==> config.mk <==
export PLATFORM = sky130hd
export DESIGN_NAME = c3wf_kernel
export DESIGN_NICKNAME = d
export VERILOG_FILES = /design/src/c3wf_pkg.sv /design/src/c3wf_kernel.sv
export SDC_FILE = /design/constraint.sdc
export NUM_CORES = 1
export LEC_CHECK = 0
export BUFFER_PORTS_ARGS = -buffer_cell sky130_fd_sc_hd__buf_4
export CAP_MARGIN = 15
export CORE_AREA = 2 2 135 268
export DETAILED_ROUTE_END_ITERATION = 6
export DIE_AREA = 0 0 137 270
export MAX_ROUTING_LAYER = met4
export PLACE_DENSITY_LB_ADDON = 0.05
export SYNTH_ARGS = -nofsm -noshare
export SYNTH_HDL_FRONTEND = slang
export SYNTH_SLANG_ARGS = --single-unit
==> constraint.sdc <==
create_clock -name vclk -period 24.7
set_input_delay 4.94 -clock vclk [all_inputs]
set_output_delay 4.94 -clock vclk [all_outputs]
set_load 0.02 [all_outputs]
==> src/c3wf_pkg.sv <==
// ----------------------------------------------------------------------------
// c3wf_pkg: shared types and constants of the 3x3 window filter
// Payload structs, filter mode codes, register indexes and window type.
// ----------------------------------------------------------------------------
package c3wf_pkg;

    localparam int PIX_W      = 8;
    localparam int CX_W       = 10;
    localparam int CY_W       = 12;
    localparam int CFG_IDX_W  = 2;
    localparam int CFG_DATA_W = 12;
    localparam int IMG_W_W    = 11;
    localparam int IMG_H_W    = 12;

    typedef enum logic [2:0] {
        MODE_BOX       = 3'd0,
        MODE_GAUSS     = 3'd1,
        MODE_PREWITT_X = 3'd2,
        MODE_PREWITT_Y = 3'd3,
        MODE_SOBEL_X   = 3'd4,
        MODE_SOBEL_Y   = 3'd5,
        MODE_LAPLACE   = 3'd6,
        MODE_SHARPEN   = 3'd7
    } t_mode;

    localparam logic [CFG_IDX_W-1:0] REG_FILTER_MODE  = 2'd0;
    localparam logic [CFG_IDX_W-1:0] REG_IMAGE_WIDTH  = 2'd1;
    localparam logic [CFG_IDX_W-1:0] REG_IMAGE_HEIGHT = 2'd2;

    localparam logic [IMG_W_W-1:0] IMAGE_WIDTH_RST  = 11'd512;
    localparam logic [IMG_H_W-1:0] IMAGE_HEIGHT_RST = 12'd512;

    // Window entry r*3+c: row 0 is the oldest row, column 0 the oldest column
    typedef logic [8:0][PIX_W-1:0] t_window;

    typedef struct packed {
        logic [PIX_W-1:0] pixel_in;
    } t_pix_in;

    typedef struct packed {
        logic [PIX_W-1:0] pixel_out;
        logic [CX_W-1:0]  center_x;
        logic [CY_W-1:0]  center_y;
        logic             frame_last;
    } t_pix_out;

endpackage

==> src/c3wf_kernel.sv <==
// ----------------------------------------------------------------------------
// c3wf_kernel: 3x3 kernel arithmetic
// Computes the selected filter over one window, result in 0..255.
// ----------------------------------------------------------------------------
module c3wf_kernel (
    input  c3wf_pkg::t_mode            i_mode,
    input  c3wf_pkg::t_window          i_win,
    output logic [c3wf_pkg::PIX_W-1:0] o_pixel
);
    import c3wf_pkg::*;

    logic signed [12:0] v [9];
    logic signed [12:0] total;
    logic signed [12:0] gauss;
    logic signed [12:0] prew_x, prew_y, sob_x, sob_y, lapl, sharp;
    logic signed [12:0] prew_sel, sob_sel;
    logic [9:0]         prew_abs, sob_abs;
    logic [11:0]        lapl_abs;
    logic [21:0]        prew_prod;
    logic [24:0]        box_prod;

    always_comb begin
        for (int i = 0; i < 9; i++) begin
            v[i] = $signed({5'd0, i_win[i]});
        end
    end

    assign total = v[0] + v[1] + v[2] + v[3] + v[4] + v[5] + v[6] + v[7] + v[8];
    assign gauss = v[0] + (v[1] <<< 1) + v[2] + (v[3] <<< 1) + (v[4] <<< 2)
                 + (v[5] <<< 1) + v[6] + (v[7] <<< 1) + v[8];

    assign prew_x = (v[2] + v[5] + v[8]) - (v[0] + v[3] + v[6]);
    assign prew_y = (v[6] + v[7] + v[8]) - (v[0] + v[1] + v[2]);
    assign sob_x  = (v[2] + (v[5] <<< 1) + v[8]) - (v[0] + (v[3] <<< 1) + v[6]);
    assign sob_y  = (v[6] + (v[7] <<< 1) + v[8]) - (v[0] + (v[1] <<< 1) + v[2]);
    assign lapl   = (v[4] <<< 3) + v[4] - total;
    assign sharp  = (v[4] <<< 3) + (v[4] <<< 1) - total;

    assign prew_sel = (i_mode == MODE_PREWITT_Y) ? prew_y : prew_x;
    assign sob_sel  = (i_mode == MODE_SOBEL_Y) ? sob_y : sob_x;

    // magnitudes: prewitt <= 765, sobel <= 1020, laplace <= 2040
    assign prew_abs = prew_sel[12] ? 10'(-prew_sel) : 10'(prew_sel);
    assign sob_abs  = sob_sel[12] ? 10'(-sob_sel) : 10'(sob_sel);
    assign lapl_abs = lapl[12] ? 12'(-lapl) : 12'(lapl);

    // divide by 3 as *683 >> 11, exact for values up to 765
    assign prew_prod = 22'(prew_abs) * 22'd683;
    // 7281/65536 approximates 1/9 the same way the float 0.11111 truncates
    assign box_prod  = 25'(total) * 25'd7281;

    always_comb begin
        unique case (i_mode)
            MODE_BOX:       o_pixel = box_prod[23:16];
            MODE_GAUSS:     o_pixel = gauss[11:4];
            MODE_PREWITT_X,
            MODE_PREWITT_Y: o_pixel = prew_prod[18:11];
            MODE_SOBEL_X,
            MODE_SOBEL_Y:   o_pixel = sob_abs[9:2];
            MODE_LAPLACE:   o_pixel = lapl_abs[10:3];
            MODE_SHARPEN: begin
                if (sharp[12]) begin
                    o_pixel = '0;
                end else if (sharp > 13'sd255) begin
                    o_pixel = '1;
                end else begin
                    o_pixel = sharp[7:0];
                end
            end
            default:        o_pixel = '0;
        endcase
    end

endmodule

* After elaboration in Yosys (flattened, before gate mapping) *
Index checks and enable logic that the tools add are counted.
Widths: inputs -> output; s select.

operators by class
  $add $sub $neg = 39
  multipliers = 2
  magnitude comparators = 1
  eq/ne operators = 7
  muxes and demuxes = 8
  reductions and logical operators = 3

operators by type and width
  kind                    number
  $add 13x9->13           6
  $pmux 8 s6              1
  $add 10x8->11           4
  $add 8x9->10            4
  $add 9x8->10            4
  $add 8x8->9             4
  $mux 13                 2
  $sub 13x13->13          2
  $add 11x9->12           2
  $add 12x10->12          2
  $add 12x9->12           2
  $mul 13x14->24 const B  1
  $sub 11x11->12          2
  $sub 10x10->11          2
  $mux 10                 2
  $neg 10->10             2
  $mul 10x10->19 const B  1
  $mux 8                  2
  $gt 13x9->1 const B     1
  $add 11x8->12           1
  $add 12x11->12          1
  $eq 3x3->1 const B      4
  $mux 11                 1
  $neg 11->11             1
  4 further kinds         6

word-level totals
  flip-flop bits (word level) = 0
  input bits = 75
  logic and storage cells = 60

* Depth between registers and ports, before layout *
  depth after elaboration = 13
  depth in mapped cells = 41
  gate-level depth less buffers = 41

* Least setup slack after synthesis *
OpenSTA, ideal clock, no wires.

  path type = input port to output port
  start = input port i_win[17] in the netlist's numbering
  end = output port o_pixel[2] in the netlist's numbering
  data arrival time = 13.890 ns
  required time = 19.760 ns
  setup slack = 5.870 ns
  stages on the path = 39
  path buffers = 0
  cells stage by stage = inv_1 -> fa_1 -> inv_1 -> ha_1 -> inv_1 -> fa_1 -> inv_1 -> a21oi_1 -> o21bai_1 -> xnor2_1 -> fa_1 -> inv_1 -> fa_1 -> inv_1 -> ha_1 -> nor2b_1 -> a311o_1 -> xor2_1 -> (+3 left out) -> xnor2_1 -> inv_1 -> ha_1 -> ha_1 -> fa_1 -> fa_1 -> inv_1 -> fa_1 -> inv_1 -> ha_1 -> o21ai_0 -> a21oi_1 -> a211oi_1 -> o31ai_4 -> a31oi_1 -> xor2_1 -> a211o_1 -> a32oi_1

on the way
  cells in the longest elaborated chain, start to end = 12
  elaborated cells on any way between the ends = 38
  those cells by class = add/sub: 27; mul: 2; order compare: 1; mux: 8

RTL lines
  what                        RTL line                              RTL
  start: declaration          c3wf_kernel.sv:7                      input c3wf_pkg::t_window i_win,
  $add 9x8->10                c3wf_kernel.sv:28, c3wf_kernel.sv:33
  $add 13x9->13 (6 in a row)  c3wf_kernel.sv:28                     assign total = v[0] + v[1] + v[2] + v[3] + v[4] + v[5] + v[6] + v[7] + v[8];
  $sub 13x13->13              c3wf_kernel.sv:37                     assign sharp = (v[4] <<< 3) + (v[4] <<< 1) - total;
  $gt 13x9->1                 c3wf_kernel.sv:64                     end else if (sharp > 13'sd255) begin
  $mux 8                      c3wf_kernel.sv:64
  $mux 8                      c3wf_kernel.sv:62                     if (sharp[12]) begin
  $pmux 8 s6 *                c3wf_kernel.sv:53                     unique case (i_mode)
  end: declaration            c3wf_kernel.sv:8                      output logic [c3wf_pkg::PIX_W-1:0] o_pixel

Mark *: on every way between the ends. The rest lies on a longest branch, timed or not.

* Worst setup path in the final report *
Ends and elaborated chain as after synthesis.

==> impl_metrics.ini <==
[status]
status = finished clean

[sta]
report.final.hold_viol_count = 0
max_slew_margin_pct = 18.3
worstMarginPinSlew_ns = 1.21
finalCritPeriodShare_pct = 82.3
fin_ws_ns = 4.38
final-max-slew-violation-count = 0
rsz_0062_raised_after_global_routing = false
tns_ns = 0
setup_viol_count_final = 0
post-route-min-period_ns = 20.32
max_clock_freq_mhz = 49.2

[drt]
route.detailed.wl_per_inst_um = 23.8
residual_drc_count = 0
detailedRoute.firstIterationViolations = 373
firstDrtPassIters = 5
final_antenna_net_count = 0
wl_mm = 46.9
vias_per_cell = 5.28
num_vias = 10400

[grt]
grt_start_max_net_pins = 21
antenna_violations_before_repair = 0
grt_pass1_wl_mm = 70.2
grt_pass1_vias = 11700
gr-total-overflow = 0
global_route.usage.total_pct = 27.0

[die]
initial_core_util_pct = 39.5
die_w_um = 137
fp.coreArea_um2 = 35000
chipHeight_um = 270
placementRows = 97
die_area_um2 = 37000
pin_count = 83

[setup_path]
path_max_fanout = 7
cpMaxStageDelayCell = sky130_fd_sc_hd__fa_1
setup.worst_path.end_class = output pin
critical_path.n_buffers_inverters = 11
timing.critical_path.slowest_cell_delay_ns = 0.51
worst_setup_path_start_kind = primary input
path_common_cell = sky130_fd_sc_hd__inv_1
setup.worst_path.class = in -> out
worst_ep_arrival_time_ns = 15.38
critical-path-top-delay-family = adder cells
worst_ep_required_ns = 19.76

[synth]
mappedNetlistNets = 2050
cell_area_after_technology_mapping_um2 = 13800
synthDistinctLibCells = 79
postSynthCellCount = 1453
synthTopCellsByArea = sky130_fd_sc_hd__fa_1 (36%), sky130_fd_sc_hd__ha_1 (25%), sky130_fd_sc_hd__inv_1 (8.3%), sky130_fd_sc_hd__xnor2_1 (4.2%), sky130_fd_sc_hd__xor2_1 (3.0%)
share_of_the_yosys_chip_area_belonging_to_registers_pct = 0
post_synth.cell_area_avg_um2 = 9.51
synth-warning-count = 0
synthDominantAreaCellType = sky130_fd_sc_hd__fa_1
yosys.area.top_type_share_pct = 36.2

[clock_tree]
cts_repair_resize_count = 0
cts_hold_buf = 0
post-cts-setup-buffer-count = 0

[layout]
layout.cells.most_common = sky130_fd_sc_hd__inv_1
final.fill_count = 3552
multiInputGateArea_um2 = 12600
diodes = 0
layout-area-overhead-vs-synth_pct = 8.30
ff_latch_area_um2 = 0
utilization_pct = 42.8
number_of_clock_buffer_instances_in_the_layout = 0
mostFrequentLayoutCells = sky130_fd_sc_hd__inv_1 (305), sky130_fd_sc_hd__ha_1 (272), sky130_fd_sc_hd__fa_1 (250)
count_of_nets_after_finishing = 2128
finish.instance_area_um2 = 15000
final_layout_size_suffix_gt1_share_pct = 8.04
flops_and_latches = 0

[placement]
routabilityCongestion = 0.909
place.port_buffers = 83
postPlaceCellArea_um2 = 15000
preCtsSetupSlack_ns = 4.35
hpwlAfterDp_mm = 43.3

[flow_run]
timing.max_cap.violations = 0

[min_path]
min_path_type = in -> out
[path summary, 6_finish.rpt]
check	startpoint	slack, ns	cells after the start	endpoint
max	i_win[17]	4.38	42	o_pixel[2]
min	i_mode[2]	10.49	4	o_pixel[1]
[layout make-up]
cell class,count,share of cell area [%]
repair buffers,86,4.31
well taps,445,3.72
multi-input cells,1137,84.3
inverters,306,7.67
[kinds of logic after synthesis]
| group | Yosys count | synth area share [%] |
|---|---|---|
| AND/OR/NAND/NOR | 212 | 7.99 |
| multiplexers | 11 | 0.806 |
| buffers and inverters | 316 | 8.71 |
| AO/OA/AOI/OAI | 276 | 14.2 |
| XOR/XNOR | 116 | 7.51 |
| adder cells (fa/ha/maj) | 522 | 60.8 |
[synthesized netlist by cell type (all sizes together) (6+ instances only)]
cell type,count
inv,306
ha,272
fa,250
a21oi,74
xnor2,67
nor2,66
o21ai,50
xor2,48
a21o,35
nand2,31
nor2b,28
a211oi,21
o21bai,19
nand3,16
nor3,15
o21a,12
nand2b,11
mux2i,10
buf,7
a2111oi,6
a22oi,6
a31oi,6
or2,6
[routing by layer]
metal  global-route usage [%]  up-vias  routed length [µm]
li1                         -     4955                   -
met1                     22.1     5142               13300
met2                     53.7      209               27800
met3                     2.35      117                1300
met4                     18.2        0                4490
met5                        -        -                   0
[tightest hold or removal path: stages]
cell and delay [ns]:
sky130_fd_sc_hd__buf_4 0.21, sky130_fd_sc_hd__nand2_1 0.08, sky130_fd_sc_hd__nand3_1 0.14, sky130_fd_sc_hd__buf_4 0.17
[per-stage QoR]
| step | hold WS, ns | instances |
|---|---|---|
| after detailed placement | 10.50 | 1974 |
| after floorplan | 10.27 | 1453 |
| after global placement | 10.51 | 1974 |
| after CTS | 10.50 | 1974 |
| after global routing | 10.50 | 1974 |
| final | 10.49 | 1974 |
Power is not shown: default switching activity piles up to over one toggle a cycle in this logic, so the estimate is an artifact.
